===== src/hw/rtl/sspf_pkg.sv =====
// Shared types and constants of the sensor sample packet framer.
// Packet layout, hash constants, register indexes and the controller command word.
// No dependencies.
package sspf_pkg;

    localparam int PKT_LEN    = 38;
    localparam int HASHED_LEN = 34;
    localparam int NUM_WORDS  = 7;
    localparam int WORD_W     = 16;
    localparam int WORDS_W    = NUM_WORDS * WORD_W;
    localparam int HDR_W      = HASHED_LEN * 8;
    localparam int POS_W      = 6;
    localparam int S_TDATA_W  = 120;
    localparam int M_TDATA_W  = 8;

    localparam int PERIOD_W     = 10;
    localparam int LIMIT_W      = 8;
    localparam int COOL_W       = 8;
    localparam int STREAK_W     = 9;
    localparam int CFG_ADDR_W   = 2;
    localparam int CFG_DATA_W   = 10;

    localparam logic [31:0] PKT_MAGIC   = 32'h3155_4D49;
    localparam logic [15:0] PKT_VERSION = 16'd1;
    localparam logic [15:0] PKT_SIZE    = 16'd38;
    localparam logic [31:0] FNV_OFFSET  = 32'h811C_9DC5;
    localparam logic [31:0] FNV_PRIME   = 32'h0100_0193;

    localparam logic [STREAK_W-1:0] STREAK_MAX = 9'd511;

    localparam logic [CFG_ADDR_W-1:0] REG_SAMPLE_PERIOD = 2'd0;
    localparam logic [CFG_ADDR_W-1:0] REG_ZERO_LIMIT    = 2'd1;
    localparam logic [CFG_ADDR_W-1:0] REG_COOLDOWN      = 2'd2;

    localparam logic [PERIOD_W-1:0] PERIOD_RESET = 10'd20;
    localparam logic [LIMIT_W-1:0]  LIMIT_RESET  = 8'd10;
    localparam logic [COOL_W-1:0]   COOL_RESET   = 8'd25;

    typedef struct packed {
        logic load;
        logic advance;
        logic hash_phase;
    } sspf_cmd_t;

endpackage


===== src/hw/rtl/sspf_ctrl.sv =====
// Controller of the packet framer: sample acceptance and byte sequencing.
// Uses sspf_pkg; drives the datapath through sspf_cmd_t.
module sspf_ctrl (
    input  logic                aclk,
    input  logic                aresetn,
    input  logic                s_tvalid,
    output logic                s_tready,
    output logic                m_tvalid,
    input  logic                m_tready,
    output logic                m_tlast,
    output sspf_pkg::sspf_cmd_t cmd
);
    import sspf_pkg::*;

    localparam logic ST_IDLE = 1'b0;
    localparam logic ST_SEND = 1'b1;

    localparam logic [POS_W-1:0] POS_LAST = POS_W'(PKT_LEN - 1);
    localparam logic [POS_W-1:0] POS_HASH = POS_W'(HASHED_LEN);

    logic             state_reg, state_next;
    logic [POS_W-1:0] byte_pos_reg, byte_pos_next;
    logic             in_hs, out_hs, at_last;

    assign s_tready = aresetn & (state_reg == ST_IDLE);
    assign m_tvalid = aresetn & (state_reg == ST_SEND);
    assign in_hs    = s_tvalid & s_tready;
    assign out_hs   = m_tvalid & m_tready;
    assign at_last  = (byte_pos_reg == POS_LAST);
    assign m_tlast  = at_last;

    assign cmd.load       = in_hs;
    assign cmd.advance    = out_hs;
    assign cmd.hash_phase = (byte_pos_reg >= POS_HASH);

    always_comb begin
        state_next    = state_reg;
        byte_pos_next = byte_pos_reg;
        case (state_reg)
            ST_IDLE: begin
                if (in_hs) begin
                    state_next    = ST_SEND;
                    byte_pos_next = '0;
                end
            end
            ST_SEND: begin
                if (out_hs) begin
                    if (at_last) begin
                        state_next    = ST_IDLE;
                        byte_pos_next = '0;
                    end else begin
                        byte_pos_next = byte_pos_reg + POS_W'(1);
                    end
                end
            end
            default: begin
                state_next    = ST_IDLE;
                byte_pos_next = '0;
            end
        endcase
    end

    always_ff @(posedge aclk) begin
        if (!aresetn) begin
            state_reg    <= ST_IDLE;
            byte_pos_reg <= '0;
        end else begin
            state_reg    <= state_next;
            byte_pos_reg <= byte_pos_next;
        end
    end

endmodule


===== src/hw/rtl/sspf_datapath.sv =====
// Datapath of the packet framer: configuration, counters, streak logic,
// packet shift line and serial FNV-1a hash. Uses sspf_pkg.
module sspf_datapath (
    input  logic                               aclk,
    input  logic                               aresetn,
    input  logic                               cfg_wr_en,
    input  logic [sspf_pkg::CFG_ADDR_W-1:0]    cfg_addr,
    input  logic [sspf_pkg::CFG_DATA_W-1:0]    cfg_wdata,
    input  logic [sspf_pkg::S_TDATA_W-1:0]     s_tdata,
    input  logic                               s_tuser,
    input  sspf_pkg::sspf_cmd_t                cmd,
    output logic [sspf_pkg::M_TDATA_W-1:0]     m_tdata,
    output logic                               m_tuser
);
    import sspf_pkg::*;

    logic [PERIOD_W-1:0] period_reg;
    logic [LIMIT_W-1:0]  limit_reg;
    logic [COOL_W-1:0]   cool_cfg_reg;

    logic [31:0]         seq_reg;
    logic [31:0]         time_reg, time_next;
    logic [15:0]         rderr_reg, rderr_next;
    logic [15:0]         snderr_reg, snderr_next;
    logic [STREAK_W-1:0] streak_reg, streak_next, streak_grow;
    logic [COOL_W-1:0]   cooldown_reg, cooldown_next;
    logic                request_reg, request_next;

    logic [HDR_W-1:0]    shift_reg;
    logic [31:0]         hash_reg, hash_mix;

    logic [WORDS_W-1:0]  words, words_kept;
    logic                read_ok, prev_tx_failed, all_zero;

    assign words          = s_tdata[WORDS_W-1:0];
    assign prev_tx_failed = s_tdata[WORDS_W];
    assign read_ok        = s_tuser;
    assign all_zero       = (words == '0);
    assign words_kept     = read_ok ? words : '0;

    assign snderr_next = snderr_reg + 16'(prev_tx_failed);
    assign time_next   = time_reg + 32'(period_reg);
    assign rderr_next  = rderr_reg + 16'(!read_ok);

    always_comb begin
        if (read_ok && all_zero) begin
            streak_grow = (streak_reg == STREAK_MAX) ? streak_reg
                                                     : streak_reg + STREAK_W'(1);
        end else begin
            streak_grow = '0;
        end
        streak_next   = streak_grow;
        cooldown_next = cooldown_reg;
        request_next  = 1'b0;
        if (cooldown_reg != '0) begin
            cooldown_next = cooldown_reg - COOL_W'(1);
        end else if (streak_grow >= STREAK_W'(limit_reg)) begin
            request_next  = 1'b1;
            streak_next   = '0;
            cooldown_next = cool_cfg_reg;
        end
    end

    assign hash_mix = 32'((hash_reg ^ {24'd0, shift_reg[7:0]}) * FNV_PRIME);

    always_ff @(posedge aclk) begin
        if (!aresetn) begin
            period_reg   <= PERIOD_RESET;
            limit_reg    <= LIMIT_RESET;
            cool_cfg_reg <= COOL_RESET;
            seq_reg      <= '0;
            time_reg     <= '0;
            rderr_reg    <= '0;
            snderr_reg   <= '0;
            streak_reg   <= '0;
            cooldown_reg <= '0;
            request_reg  <= 1'b0;
        end else begin
            if (cfg_wr_en) begin
                case (cfg_addr)
                    REG_SAMPLE_PERIOD: period_reg   <= cfg_wdata;
                    REG_ZERO_LIMIT:    limit_reg    <= cfg_wdata[LIMIT_W-1:0];
                    REG_COOLDOWN:      cool_cfg_reg <= cfg_wdata[COOL_W-1:0];
                    default: ;
                endcase
            end
            if (cmd.load) begin
                seq_reg      <= seq_reg + 32'd1;
                time_reg     <= time_next;
                rderr_reg    <= rderr_next;
                snderr_reg   <= snderr_next;
                streak_reg   <= streak_next;
                cooldown_reg <= cooldown_next;
                request_reg  <= request_next;
            end
        end
    end

    always_ff @(posedge aclk) begin
        if (cmd.load) begin
            shift_reg <= {snderr_next, rderr_next, words_kept, time_next, seq_reg,
                          PKT_SIZE, PKT_VERSION, PKT_MAGIC};
            hash_reg  <= FNV_OFFSET;
        end else if (cmd.advance) begin
            if (cmd.hash_phase) begin
                hash_reg <= hash_reg >> 8;
            end else begin
                hash_reg  <= hash_mix;
                shift_reg <= shift_reg >> 8;
            end
        end
    end

    assign m_tdata = cmd.hash_phase ? hash_reg[7:0] : shift_reg[7:0];
    assign m_tuser = request_reg;

endmodule


===== src/hw/rtl/sensor_sample_packet_framer.sv =====
// Sensor sample packet framer, top level.
// Instantiates sspf_ctrl and sspf_datapath; uses sspf_pkg.
//
// Usage:
//   Slave channel (s_*): one sensor sample per word. s_tdata carries the seven
//   signed 16-bit readings and the previous-transmit-failed flag; s_tuser
//   carries the read-ok flag.
//   Master channel (m_*): the 38-byte little-endian packet, one byte per word,
//   m_tlast on the final byte, m_tuser set on every byte of a packet that
//   requests a sensor reinit.
//   Config port: write cfg_wdata to register cfg_addr while cfg_wr_en is high
//   (0 sample period, 1 zero-frame limit, 2 cooldown frames); write only while
//   idle.
// Timing:
//   Byte 0 appears on the cycle after a sample is accepted, and the packet
//   leaves at one byte per cycle while m_tready is high. The serial hash unit,
//   which folds in one byte per sent byte, sets this rate.
//   s_tready is low while a packet is being sent.
// Reset: counters, streak and cooldown clear, registers return to 20/10/25.
// Stall: with m_tready low the current byte and all state hold.
module sensor_sample_packet_framer (
    input  logic                               aclk,
    input  logic                               aresetn,
    input  logic                               cfg_wr_en,
    input  logic [sspf_pkg::CFG_ADDR_W-1:0]    cfg_addr,
    input  logic [sspf_pkg::CFG_DATA_W-1:0]    cfg_wdata,
    input  logic                               s_tvalid,
    output logic                               s_tready,
    // accel_x, accel_y, accel_z, temp_reading, gyro_x, gyro_y, gyro_z,
    // prev_tx_failed, zero fill
    input  logic [sspf_pkg::S_TDATA_W-1:0]     s_tdata,
    // read_ok
    input  logic                               s_tuser,
    output logic                               m_tvalid,
    input  logic                               m_tready,
    // packet_byte
    output logic [sspf_pkg::M_TDATA_W-1:0]     m_tdata,
    // last_byte
    output logic                               m_tlast,
    // reinit_request
    output logic                               m_tuser
);
    import sspf_pkg::*;

    sspf_cmd_t cmd;

    sspf_ctrl u_ctrl (
        .aclk     (aclk),
        .aresetn  (aresetn),
        .s_tvalid (s_tvalid),
        .s_tready (s_tready),
        .m_tvalid (m_tvalid),
        .m_tready (m_tready),
        .m_tlast  (m_tlast),
        .cmd      (cmd)
    );

    sspf_datapath u_datapath (
        .aclk      (aclk),
        .aresetn   (aresetn),
        .cfg_wr_en (cfg_wr_en),
        .cfg_addr  (cfg_addr),
        .cfg_wdata (cfg_wdata),
        .s_tdata   (s_tdata),
        .s_tuser   (s_tuser),
        .cmd       (cmd),
        .m_tdata   (m_tdata),
        .m_tuser   (m_tuser)
    );

endmodule

===== config.mk =====
export PLATFORM = sky130hd
export DESIGN_NAME = sensor_sample_packet_framer
export DESIGN_NICKNAME = d
export VERILOG_FILES = /design/src/hw/rtl/sspf_pkg.sv /design/src/hw/rtl/sspf_ctrl.sv /design/src/hw/rtl/sspf_datapath.sv /design/src/hw/rtl/sensor_sample_packet_framer.sv
export SDC_FILE = /design/constraint.sdc
export NUM_CORES = 1
export LEC_CHECK = 0
export BUFFER_PORTS_ARGS = -buffer_cell sky130_fd_sc_hd__buf_2
export CAP_MARGIN = 20
export CORE_MARGIN = 1
export CORE_UTILIZATION = 30
export CTS_BUF_LIST = sky130_fd_sc_hd__clkbuf_4
export DETAILED_ROUTE_END_ITERATION = 16
export SLEW_MARGIN = 20
export SYNTH_ARGS = -nofsm -noshare
export SYNTH_HDL_FRONTEND = slang
export SYNTH_SLANG_ARGS = --single-unit

===== constraint.sdc =====
create_clock -name aclk -period 17.65 [get_ports aclk]
set_input_delay 1.765 -clock aclk [delete_from_list [all_inputs] [get_ports aclk]]
set_output_delay 1.765 -clock aclk [all_outputs]
set_load 0.02 [all_outputs]

# Yosys cells after proc, flatten, opt, wreduce, memory -nomap -nowiden
# Cells that the tools add are included.
[totals]
ff_bits = 451
in_bits = 138
out_inout_bits = 12
[op_classes]
n_addsub = 7
multipliers = 1
order_cmp = 2
n_eq_ne = 7
n_mux = 22
n_bitwise = 7
reduce_logical = 14
[ops]
columns = ["op", "count"]
rows = [
  ["2-to-1 mux 272 bit", 3],
  ["zero test 112 bit", 1],
  ["2-to-1 mux 112 bit", 1],
  ["2-to-1 mux 9 bit", 4],
  ["adder 16 x 1 -> 16 bit", 2],
  ["adder 32 x 1 -> 32 bit (second input constant)", 1],
  ["adder 32 x 10 -> 32 bit", 1],
  ["multiplier 32 x 25 -> 32 bit (second input constant)", 1],
  ["2-to-1 mux 32 bit", 1],
  ["XOR 32 x 8 -> 32 bit", 1],
  ["2-to-1 mux 8 bit", 3],
  ["2-to-1 mux 6 bit", 3],
  ["AND reduction 2 bit", 7],
  ["one-hot mux 6 bit (2 select lines)", 1],
  ["adder 9 x 1 -> 9 bit (second input constant)", 1],
  ["equality test 9 bit (second input constant)", 1],
  [">= comparator 9 x 8 -> 1 bit", 1],
  ["nonzero test 8 bit", 1],
  ["subtractor 8 x 1 -> 8 bit (second input constant)", 1],
  ["adder 6 x 1 -> 6 bit (second input constant)", 1],
  ["equality test 6 bit (second input constant)", 1],
  [">= comparator 6 bit (second input constant)", 1],
  ["2-to-1 mux 1 bit", 5],
  ["AND 1 bit", 4],
  ["other kinds (10)", 13],
]

# Longest topological paths before layout
# Gate-level depths: netlist of run 1.
[depth]
ltp_word = 6
ltp_mapped = 21
depth_no_buf = 21

# By module
# A second synthesis of run 1 with hierarchy kept.
[unflattened]
cells_unflattened = 2662
area_unflattened_um2 = 26081.3
[modules_own_cells]
columns = ["module", "n_inst", "cells_each", "area_per_inst_um2", "seq_area_each_um2"]
rows = [
  ["sspf_datapath", 1, 2604, 25612.1, 10970.5],
  ["sspf_ctrl", 1, 58, 469.2, 140.1],
]

# Worst setup path after synthesis of run 1
# OpenSTA, ideal clock, no wires.
[synth_path]
path_type = "input-to-reg"
startpoint = "input port aresetn"
endpoint = "register u_datapath.shift_reg[100] (enable)"
setup_ns = 1.645
arrival_ns = 6.434
slack_ns = 9.572
stages = 6
path_buffers = 3
path_cell_list = "nor2b_1 nand2_1 clkbuf_1 clkbuf_1 buf_1 nand2_1"
[synth_via]
elab_chain_cells = 4
elab_cells_between_ends = 7
classes_between = "eq/ne (1); bitwise (4); reduce/logical (2)"
[synth_rtl]
columns = ["item", "line", "rtl"]
rows = [
  ["from (decl)", "sensor_sample_packet_framer.sv:23", "input logic aresetn,"],
  ["AND 1 bit, on equally long branches", "sspf_ctrl.sv:25, sspf_ctrl.sv:26", ""],
  ["AND 1 bit, on equally long branches", "sspf_ctrl.sv:27, sspf_ctrl.sv:28", ""],
  ["inequality test 2 bit (no source line) / nonzero test 2 bit (equally long branches)", "n/a", ""],
  ["AND reduction 2 bit (no source line) (*)", "n/a", ""],
  ["to (signal assigned)", "sspf_datapath.sv:101", "shift_reg <= {snderr_next, rderr_next, words_kept, time_next, seq_reg,"],
  ["to (signal assigned)", "sspf_datapath.sv:109", "shift_reg <= shift_reg >> 8;"],
  ["to (decl)", "sspf_datapath.sv:29", "logic [HDR_W-1:0] shift_reg;"],
]
# Every way passes the cells marked *; elsewhere a longest branch is shown, timed or not.
# A chain may end at the register's enable or synchronous reset.

# Worst setup path in the final report of run 1
[layout_path]
startpoint = "register u_datapath.shift_reg[3]"
endpoint = "register u_datapath.hash_reg[29]"
[layout_via]
elab_chain_cells = 3
[layout_rtl]
columns = ["item", "line", "rtl"]
rows = [
  ["XOR 32 x 8 -> 32 bit", "sspf_datapath.sv:64", "assign hash_mix = 32'((hash_reg ^ {24'd0, shift_reg[7:0]}) * FNV_PRIME);"],
  ["multiplier 32 x 25 -> 32 bit", "sspf_datapath.sv:64", ""],
  ["2-to-1 mux 32 bit", "sspf_datapath.sv:105", "if (cmd.hash_phase) begin"],
  ["to (signal assigned)", "sspf_datapath.sv:106", "hash_reg <= hash_reg >> 8;"],
  ["to (signal assigned)", "sspf_datapath.sv:108", "hash_reg <= hash_mix;"],
  ["to (decl)", "sspf_datapath.sv:30", "logic [31:0] hash_reg, hash_mix;"],
]
# No other way between the ends.

==> results.toml, run 1 <==
[outcome]
status = "finished, final reports clean"

[logic_synthesis]
ys.warnings.count = 0
synth_cells = 2559
dominantRegCellSynth = "dfxtp_1"
post_synth.cell_area_avg_sq_um = 9.99
synth.lib_cells_used.distinct = 75
synth_area_leaders = "edfxtp_1, dfxtp_1, ha_1"
synth_sequential_area_ratio = 0.435
synth-async-reset-ratio = 0
synth_top_area_frac = 0.244
synth_enable_flop_cells = 208
synth.ff_latch_count = 451
synth_area_leader_cell = "edfxtp_1"
syn-num-nets = 2985
synthesis.area_sq_um = 25600

[global_route]
antenna_found_initial = 2
pin_count_of_the_biggest_net_entering_global_routing = 97
grt_remaining_overflow = 0
wire_length_of_the_first_global_routing_pass_mm = 94.1
grt_pass1_vias = 17700
grtUsageTotal = 0.135

[floorplanning]
core-area_sq_um = 84000
starting_density_of_the_core = 0.304
die_h_microns = 294
top_level_ports = 150
fp-row-count = 106
die_area_sq_um = 86400
horizontal_die_dimension_microns = 294

[min_path]
worstHoldPathType = "flop to flop"

[route]
drt-vias-per-instance = 4.69
postRouteAntennaNets = 0
route.detailed.wl_per_inst_microns = 14.8
drt-initial-drc-count = 1065
via_count = 18500
drt_pass1_iterations = 7
wirelength_mm = 58.5
remaining_drc_errors = 0

[timing]
setup_total_negative_slack_ns = 0
hold_viol = 0
clock-skew-final_ns = 0.0919
maxClockFrequency_mhz = 162
grt_setup_unrepaired = "no"
fin_crit_sh = 0.351
crit_path_time_final_ns = 6.19
worst_max_slew_pin_slew_ns = 1.07
worst_hold_slack_ns = 0.362
timing.final.max_slew_violations = 0
tightest_slew_margin_relative_to_the_limit = 0.290
timing.final.setup_violations = 0

[placed_design]
detail_placement_hpwl_mm = 39.7
place.port_buffers = 142
place_congestion = 0.836

[clock_tree]
clockBufferDepth = 3
cts_repair_resize_count = 0
post_cts.repair.setup_buffers = 0
cts_root_buffer = "clkbuf_4"
cts_tree = "built"
h-tree-depth = 3
clk_pin_slew_ns = 0.07
clkSinkCount = 451
cts_hold_buf = 0
clkLatencyLatePin_ns = 0.92
tritoncts_buffers = 115

[final_layout]
syn_to_final_growth_pct = 13.4
share_of_post_route_cells_with_drive_strength_above_1 = 0.137
final_cell_mix = "nand2_1, dfxtp_1, ha_1, inv_1, edfxtp_1"
largest_register_ff_count = 272
layout.cells.most_common = "nand2_1"
nNetsFinal = 3135

[run]
maxCapViolations = 0

[critical_path]
criticalPathCategory = "flop to flop"
critPathMaxFanout = 5
critPathArrivalTime_ns = 6.94
critical_path.endpoint_type = "flop"
worstPathRequired_ns = 18.40
start_kind = "flop"
==> Yosys cell counts (39+ instances only) <==
master    count
a21oi_1      52
a22o_1      145
and2_1       66
clkbuf_1    102
dfxtp_1     243
edfxtp_1    208
fa_1         75
ha_1        213
inv_1       212
nand2_1     356
nand3_1      96
nor2_1       80
nor2b_1      39
o21ai_0      98
o21ai_1      54
xnor2_1     102
xor2_1       64
==> layer usage <==
layer | vias up | GRT usage | wire [microns]
li1 | 9333 | - | -
met1 | 8787 | 0.185 | 28200
met2 | 296 | 0.213 | 27000
met3 | 84 | 0.0289 | 2220
met4 | 0 | 0.0370 | 1110
met5 | - | 0 | 0
==> per-stage QoR <==
| stage | instances | worst slack, ns | instance area [sq um] | util |
|---|---|---|---|---|
| 2_1_floorplan | 2559 | 9.57 | 25600 | - |
| 3_3_place_gp | 3726 | 11.40 | 27400 | 0.326 |
| 3_5_place_dp | 3726 | 11.43 | 27400 | 0.326 |
| 4_1_cts | 3939 | 11.40 | 29000 | 0.345 |
| 5_1_grt | 3940 | 11.14 | 29000 | 0.345 |
| 6_report | 3945 | 11.46 | 29000 | 0.345 |
==> worst max-delay path: stages, from the launching register on <==
cell     delay [ns]
dfxtp_1        0.45
xor2_1         0.53
ha_1           0.34
ha_1           0.30
fa_1           0.48
ha_1           0.22
fa_1           0.48
ha_1           0.29
inv_1          0.05
fa_1           0.53
inv_1          0.04
ha_1           0.36
a21o_1         0.23
nor3_1         0.15
or4b_1         0.50
and2_4         0.19
a21oi_2        0.22
a31oi_2        0.19
a31oi_1        0.24
xor2_1         0.17
o21ai_1        0.07
==> path summary, 6_finish.rpt <==
check,startpoint,endpoint,slack [ns],cells past startpoint
hold reg to reg,u_datapath.shift_reg[68],u_datapath.shift_reg[60],0.36,2
setup reg to reg,u_datapath.shift_reg[3],u_datapath.hash_reg[29],11.46,20
setup / recovery,u_datapath.shift_reg[3],u_datapath.hash_reg[29],11.46,20
hold / removal,u_datapath.shift_reg[68],u_datapath.shift_reg[60],0.36,2
==> area by class of cell <==
cell class / instances / area, sq um
Antenna cell: 6 / 15.0
Clock buffer: 189 / 1420
Clock inverter: 24 / 174
Fill cell: 8595 / 55000
Inverter: 213 / 800
Multi-Input combinational cell: 1766 / 13200
Sequential cell: 451 / 11100
Tap cell: 1134 / 1420
Timing Repair Buffer: 162 / 863
==> kinds of logic after synthesis <==
kind of cell	after synthesis	synth area share
flops	451	0.435
xor+xnor	166	0.0569
compound gates	477	0.130
simple gates	805	0.152
buf+inv	342	0.0514
fa+ha+maj	288	0.163
mux	30	0.0118
Power of run 1 is left out: the tool's default activity adds up to more than one toggle a clock period on the data nets, which glitch-free logic cannot reach.
==> run 2: changes to the inputs <==
==> constraint.sdc (replaced) <==
create_clock -name aclk -period 5.4 [get_ports aclk]
set_input_delay 0.54 -clock aclk [delete_from_list [all_inputs] [get_ports aclk]]
set_output_delay 0.54 -clock aclk [all_outputs]
set_load 0.02 [all_outputs]
==> results.toml, run 2 (same netlist as run 1, synthesis figures left out) <==
[outcome]
status = "finished, final reports clean"

[timing]
worst_max_slew_pin_slew_ns = 0.845
timing.final.max_slew_violations = 0
grt_setup_unrepaired = "yes"
setup_total_negative_slack_ns = 0
fin_crit_sh = 0.977
worst_hold_slack_ns = 0.110
crit_path_time_final_ns = 5.28
tightest_slew_margin_relative_to_the_limit = 0.435
timing.final.setup_violations = 0
clock-skew-final_ns = 0.0669
maxClockFrequency_mhz = 190
hold_viol = 0

[clock_tree]
clk_pin_slew_ns = 0.07
clkSinkCount = 451
cts_root_buffer = "clkbuf_4"
tritoncts_buffers = 112
h-tree-depth = 3
clockBufferDepth = 3
cts_tree = "built"
clkLatencyLatePin_ns = 0.87

[route]
drt_pass1_iterations = 5
drt-initial-drc-count = 1166
route.detailed.wl_per_inst_microns = 15.3
via_count = 19700
remaining_drc_errors = 0
wirelength_mm = 63.4
drt-vias-per-instance = 4.76
postRouteAntennaNets = 0

[critical_path]
crit_path_max_incr_delay_ns = 0.50
worstPathBufferInverterCount = 2
critPathArrivalTime_ns = 6.01
rr_worst_depth = 20
regToRegSetupSlack_ns = 0.12
criticalPathCategory = "flop to flop"
timing.critical_path.max_delay_family = "adder cells"
critPathMaxFanout = 3
worst_path_max_delay_cell = "fa_1"
regToRegEndpoint = "u_datapath.hash_reg[31]"
crit_chain = "xor2_2, ha_1, ha_4, fa_1, ha_2, fa_1, ha_1, inv_1, fa_1, inv_2, ha_4, a21o_1, nor3_2, or4b_4, and2_4, a21oi_4, a31oi_4, a221oi_2, xnor2_1, o21ai_1"
worstPathRequired_ns = 6.13
critical_path.reg2reg.startpoint = "u_datapath.shift_reg[3]"
start_kind = "flop"
cpMostUsedCell = "fa_1"
critical_path.endpoint_type = "flop"

[global_route]
grtUsageTotal = 0.145
gr-usage-met1 = 0.199
wire_length_of_the_first_global_routing_pass_mm = 101
antenna_found_initial = 4
globalRouteMet2Util = 0.224
pin_count_of_the_biggest_net_entering_global_routing = 121
top_usage_layer = "met2"
grt_pass1_vias = 19400
grtUsageMet3 = 0.0283
grt_remaining_overflow = 0

[final_layout]
syn_to_final_growth_pct = 22.2
share_of_post_route_cells_with_drive_strength_above_1 = 0.177
largest_register_ff_count = 272
layout.cells.most_common = "nand2_1"
nNetsFinal = 3337
final_cell_mix = "nand2_1, dfxtp_1, inv_1, edfxtp_1, ha_1"
fill_cells = 8299

[min_path]
hold_path_depth = 2
hold_path_end = "u_datapath.shift_reg[138]"
min_from = "s_tdata[10]"
worstHoldPathType = "primary input to flop"

[floorplanning]
die_h_microns = 294
core-area_sq_um = 84000
top_level_ports = 150
horizontal_die_dimension_microns = 294
starting_density_of_the_core = 0.304
die_area_sq_um = 86400
fp-row-count = 106

[placed_design]
detail_placement_hpwl_mm = 41.5
place_congestion = 0.835
place.port_buffers = 142

[run]
maxCapViolations = 0
[run 2: worst max path at each step]
| stage | from | endpoint | slack [ns] | depth (start not counted) |
|---|---|---|---|---|
| floorplan | u_datapath.hash_reg[4] | u_datapath.hash_reg[31] | 0.04 | 20 |
| detailed placement | u_datapath.hash_reg[4] | u_datapath.hash_reg[29] | -0.31 | 20 |
| CTS | u_datapath.shift_reg[5] | u_datapath.hash_reg[31] | 0.009 | 20 |
| global placement | u_datapath.hash_reg[3] | u_datapath.hash_reg[31] | -0.24 | 20 |
| global route | u_datapath.hash_reg[7] | u_datapath.hash_reg[31] | -0.02 | 22 |
| finish | u_datapath.shift_reg[3] | u_datapath.hash_reg[31] | 0.12 | 20 |
[run 2: layer usage]
| layer | part of all wire | vias to the layer above |
|---|---|---|
| met5 | 0 | - |
| met3 | 0.042 | 156 |
| met4 | 0.029 | 0 |
| li1 | - | 9696 |
| met1 | 0.47 | 9394 |
| met2 | 0.46 | 452 |
[run 2: metrics by stage]
step | worst slack, ns | instances | area [sq um] | util
2_1_floorplan | 0.0365 | 2559 | 25600 | -
3_3_place_gp | -0.243 | 3803 | 28000 | 0.334
3_5_place_dp | -0.315 | 3803 | 28100 | 0.334
4_1_cts | 0.00885 | 4126 | 30900 | 0.368
5_1_grt | -0.0194 | 4138 | 31200 | 0.372
6_report | 0.123 | 4139 | 31200 | 0.372
[run 2: area by class of cell]
cell class                      instances  area [sq um]  share of cell area
Inverter                              213           800              0.0256
Clock inverter                         16           105             0.00337
Antenna cell                            4          10.0            0.000320
Clock buffer                          188          1410              0.0452
Tap cell                             1134          1420              0.0454
Timing Repair Buffer                  367          2780              0.0889
Sequential cell                       451         11100               0.357
Multi-Input combinational cell       1766         13600               0.434
[run 2: timing repair]
item / CTS / global route
endpoints found under the setup margin: 13 / 15
gates cloned: 0 / 0
endpoints found under the hold margin: 131 / 2
setup buffers: 4 / 7
pin swaps: 24 / 46
hold buffers: 115 / 2
resized for setup: 32 / 48
[run 2: worst register-to-register path, stage by stage (launching register included)]
cell and delay (ns):
dfxtp_4 0.37, xor2_2 0.18, ha_1 0.33, ha_4 0.25
fa_1 0.50, ha_2 0.17, fa_1 0.41, ha_1 0.29
inv_1 0.05, fa_1 0.49, inv_2 0.05, ha_4 0.20
a21o_1 0.19, nor3_2 0.15, or4b_4 0.50, and2_4 0.18
a21oi_4 0.20, a31oi_4 0.15, a221oi_2 0.28, xnor2_1 0.15
o21ai_1 0.07
Power of run 2 is left out for the same reason.
==> run 3: changes to the inputs <==
--- a/config.mk
+++ b/config.mk
@@ -11,6 +11,7 @@
 export CORE_UTILIZATION = 30
 export CTS_BUF_LIST = sky130_fd_sc_hd__clkbuf_4
 export DETAILED_ROUTE_END_ITERATION = 16
+export RECOVER_POWER = 50
 export SLEW_MARGIN = 20
 export SYNTH_ARGS = -nofsm -noshare
 export SYNTH_HDL_FRONTEND = slang
==> results.toml, run 3 (same netlist as run 1, synthesis figures left out) <==
[global_route]
grt_remaining_overflow = 0
pin_count_of_the_biggest_net_entering_global_routing = 121
grtUsageTotal = 0.145
grt_pass1_vias = 19400
wire_length_of_the_first_global_routing_pass_mm = 101
antenna_found_initial = 4

[timing]
worst_max_slew_pin_slew_ns = 2.51
tightest_slew_margin_relative_to_the_limit = -0.673
timing.final.max_slew_violations = 359
setup_total_negative_slack_ns = 0
crit_path_time_final_ns = 5.25
fin_crit_sh = 0.972
timing.final.setup_violations = 0
hold_viol = 0
worst_hold_slack_ns = 0.107
clock-skew-final_ns = 0.0658
grt_setup_unrepaired = "yes"
maxClockFrequency_mhz = 191

[route]
drt-vias-per-instance = 4.77
postRouteAntennaNets = 0
wirelength_mm = 63.4
drt-initial-drc-count = 1215
via_count = 19700
route.detailed.wl_per_inst_microns = 15.3
drt_pass1_iterations = 5
remaining_drc_errors = 0

[final_layout]
final_cell_mix = "nand2_1, dfxtp_1, inv_1, edfxtp_1, ha_1"
non_filler_instance_count_after_layout = 4140
nNetsFinal = 3337
largest_register_ff_count = 272
multi_input_area_sq_um = 13600
layout.area.seq_sq_um = 11100
fill_cells = 8312
final_core_utilization = 0.371
layout.cells.most_common = "nand2_1"
syn_to_final_growth_pct = 21.9
share_of_post_route_cells_with_drive_strength_above_1 = 0.173

[floorplanning]
horizontal_die_dimension_microns = 294
core-area_sq_um = 84000
fp-row-count = 106
starting_density_of_the_core = 0.304
die_area_sq_um = 86400
die_h_microns = 294
top_level_ports = 150

[critical_path]
critPathArrivalTime_ns = 5.98
worstPathRequired_ns = 6.13
critical_path.endpoint_type = "flop"
crit_path_max_incr_delay_ns = 0.50
worst_path_max_delay_cell = "fa_1"
worst_setup_path_end = "u_datapath.hash_reg[31]"
rr_worst_depth = 20
start_kind = "flop"
worst_setup_path_start = "u_datapath.shift_reg[3]"
regToRegSetupSlack_ns = 0.15
critical_path.reg2reg.startpoint = "u_datapath.shift_reg[3]"
crit_chain = "xor2_2, ha_1, ha_4, fa_1, ha_2, fa_1, ha_1, inv_1, fa_1, inv_2, ha_4, a21o_1, nor3_2, or4b_4, and2_4, a21oi_4, a31oi_4, a221oi_2, xnor2_1, o21ai_1"
regToRegEndpoint = "u_datapath.hash_reg[31]"
critPathMaxFanout = 3
cpMostUsedCell = "fa_1"
criticalPathCategory = "flop to flop"

[clock_tree]
cts_root_buffer = "clkbuf_4"
clkSinkCount = 451
clkLatencyLatePin_ns = 0.87
cts_tree = "built"
tritoncts_buffers = 112
clockBufferDepth = 3
h-tree-depth = 3
clk_pin_slew_ns = 0.07

[outcome]
failed_checks = "max-capacitance violations, max-slew violations"
status = "finished with violations"

[placed_design]
place.port_buffers = 142
detail_placement_hpwl_mm = 41.5
place_congestion = 0.835
dp.cells = 3803

[min_path]
worstHoldPathType = "primary input to flop"

[run]
maxCapViolations = 6
-- run 3: changes by cell type in the layout (fill, tap and decap cells not counted), sizes merged --
cell and change:
buf -15, diode +1, clkbuf +15
-- run 3: layout make-up --
cell class | instances | share of cell area
sequential | 451 | 0.358
timing repair buffer | 367 | 0.0866
antenna | 5 | 0.000402
multi-input combinational | 1766 | 0.435
tap | 1134 | 0.0456
inverter | 213 | 0.0257
clock buffer | 188 | 0.0453
clock inverter | 16 | 0.00337
-- run 3: worst min path at each step --
stage                                   startpoint                        end  slack, ns  cells after the start
after floorplan           u_datapath.shift_reg[64]   u_datapath.shift_reg[56]       0.41                      2
after global placement    u_datapath.shift_reg[65]   u_datapath.shift_reg[57]       0.41                      2
after detailed placement  u_datapath.shift_reg[65]   u_datapath.shift_reg[57]       0.42                      2
after CTS                               s_tdata[0]  u_datapath.shift_reg[128]      0.002                      2
after global routing                    s_tdata[5]  u_datapath.shift_reg[133]       0.02                      2
final                                  s_tdata[10]  u_datapath.shift_reg[138]       0.11                      2
-- run 3: critical path, delay by kind of cell (launching register included) --
kind | cells | cell delay (ns)
buf+inv | 2 | 0.09
xor+xnor | 2 | 0.33
compound gates | 5 | 0.88
fa+ha+maj | 8 | 2.64
flops | 1 | 0.37
simple gates | 3 | 0.82
-- run 3: per-stage QoR --
| stage | setup slack, ns | instance area [sq um] |
|---|---|---|
| detailed placement | -0.315 | 28100 |
| floorplan | 0.0365 | 25600 |
| global route | -0.0194 | 31100 |
| finish | 0.152 | 31100 |
| CTS | 0.00885 | 30900 |
| global placement | -0.243 | 28000 |
-- run 3: routing by layer --
| metal | vias up | global-route usage | wire length (microns) |
|---|---|---|---|
| met5 | - | 0 | 0 |
| met4 | 0 | 0.0546 | 1940 |
| met3 | 172 | 0.0283 | 2710 |
| met2 | 472 | 0.224 | 28900 |
| met1 | 9381 | 0.199 | 29800 |
| li1 | 9708 | - | - |
-- run 3: timing repair --
item,CTS,global route
endpoints found under the setup margin,13,15
hold buffers,115,2
pin swaps,24,46
hold endpoints to repair,131,2
gates resized for setup,32,48
buffers inserted,4,7
Power of run 3 is left out for the same reason.
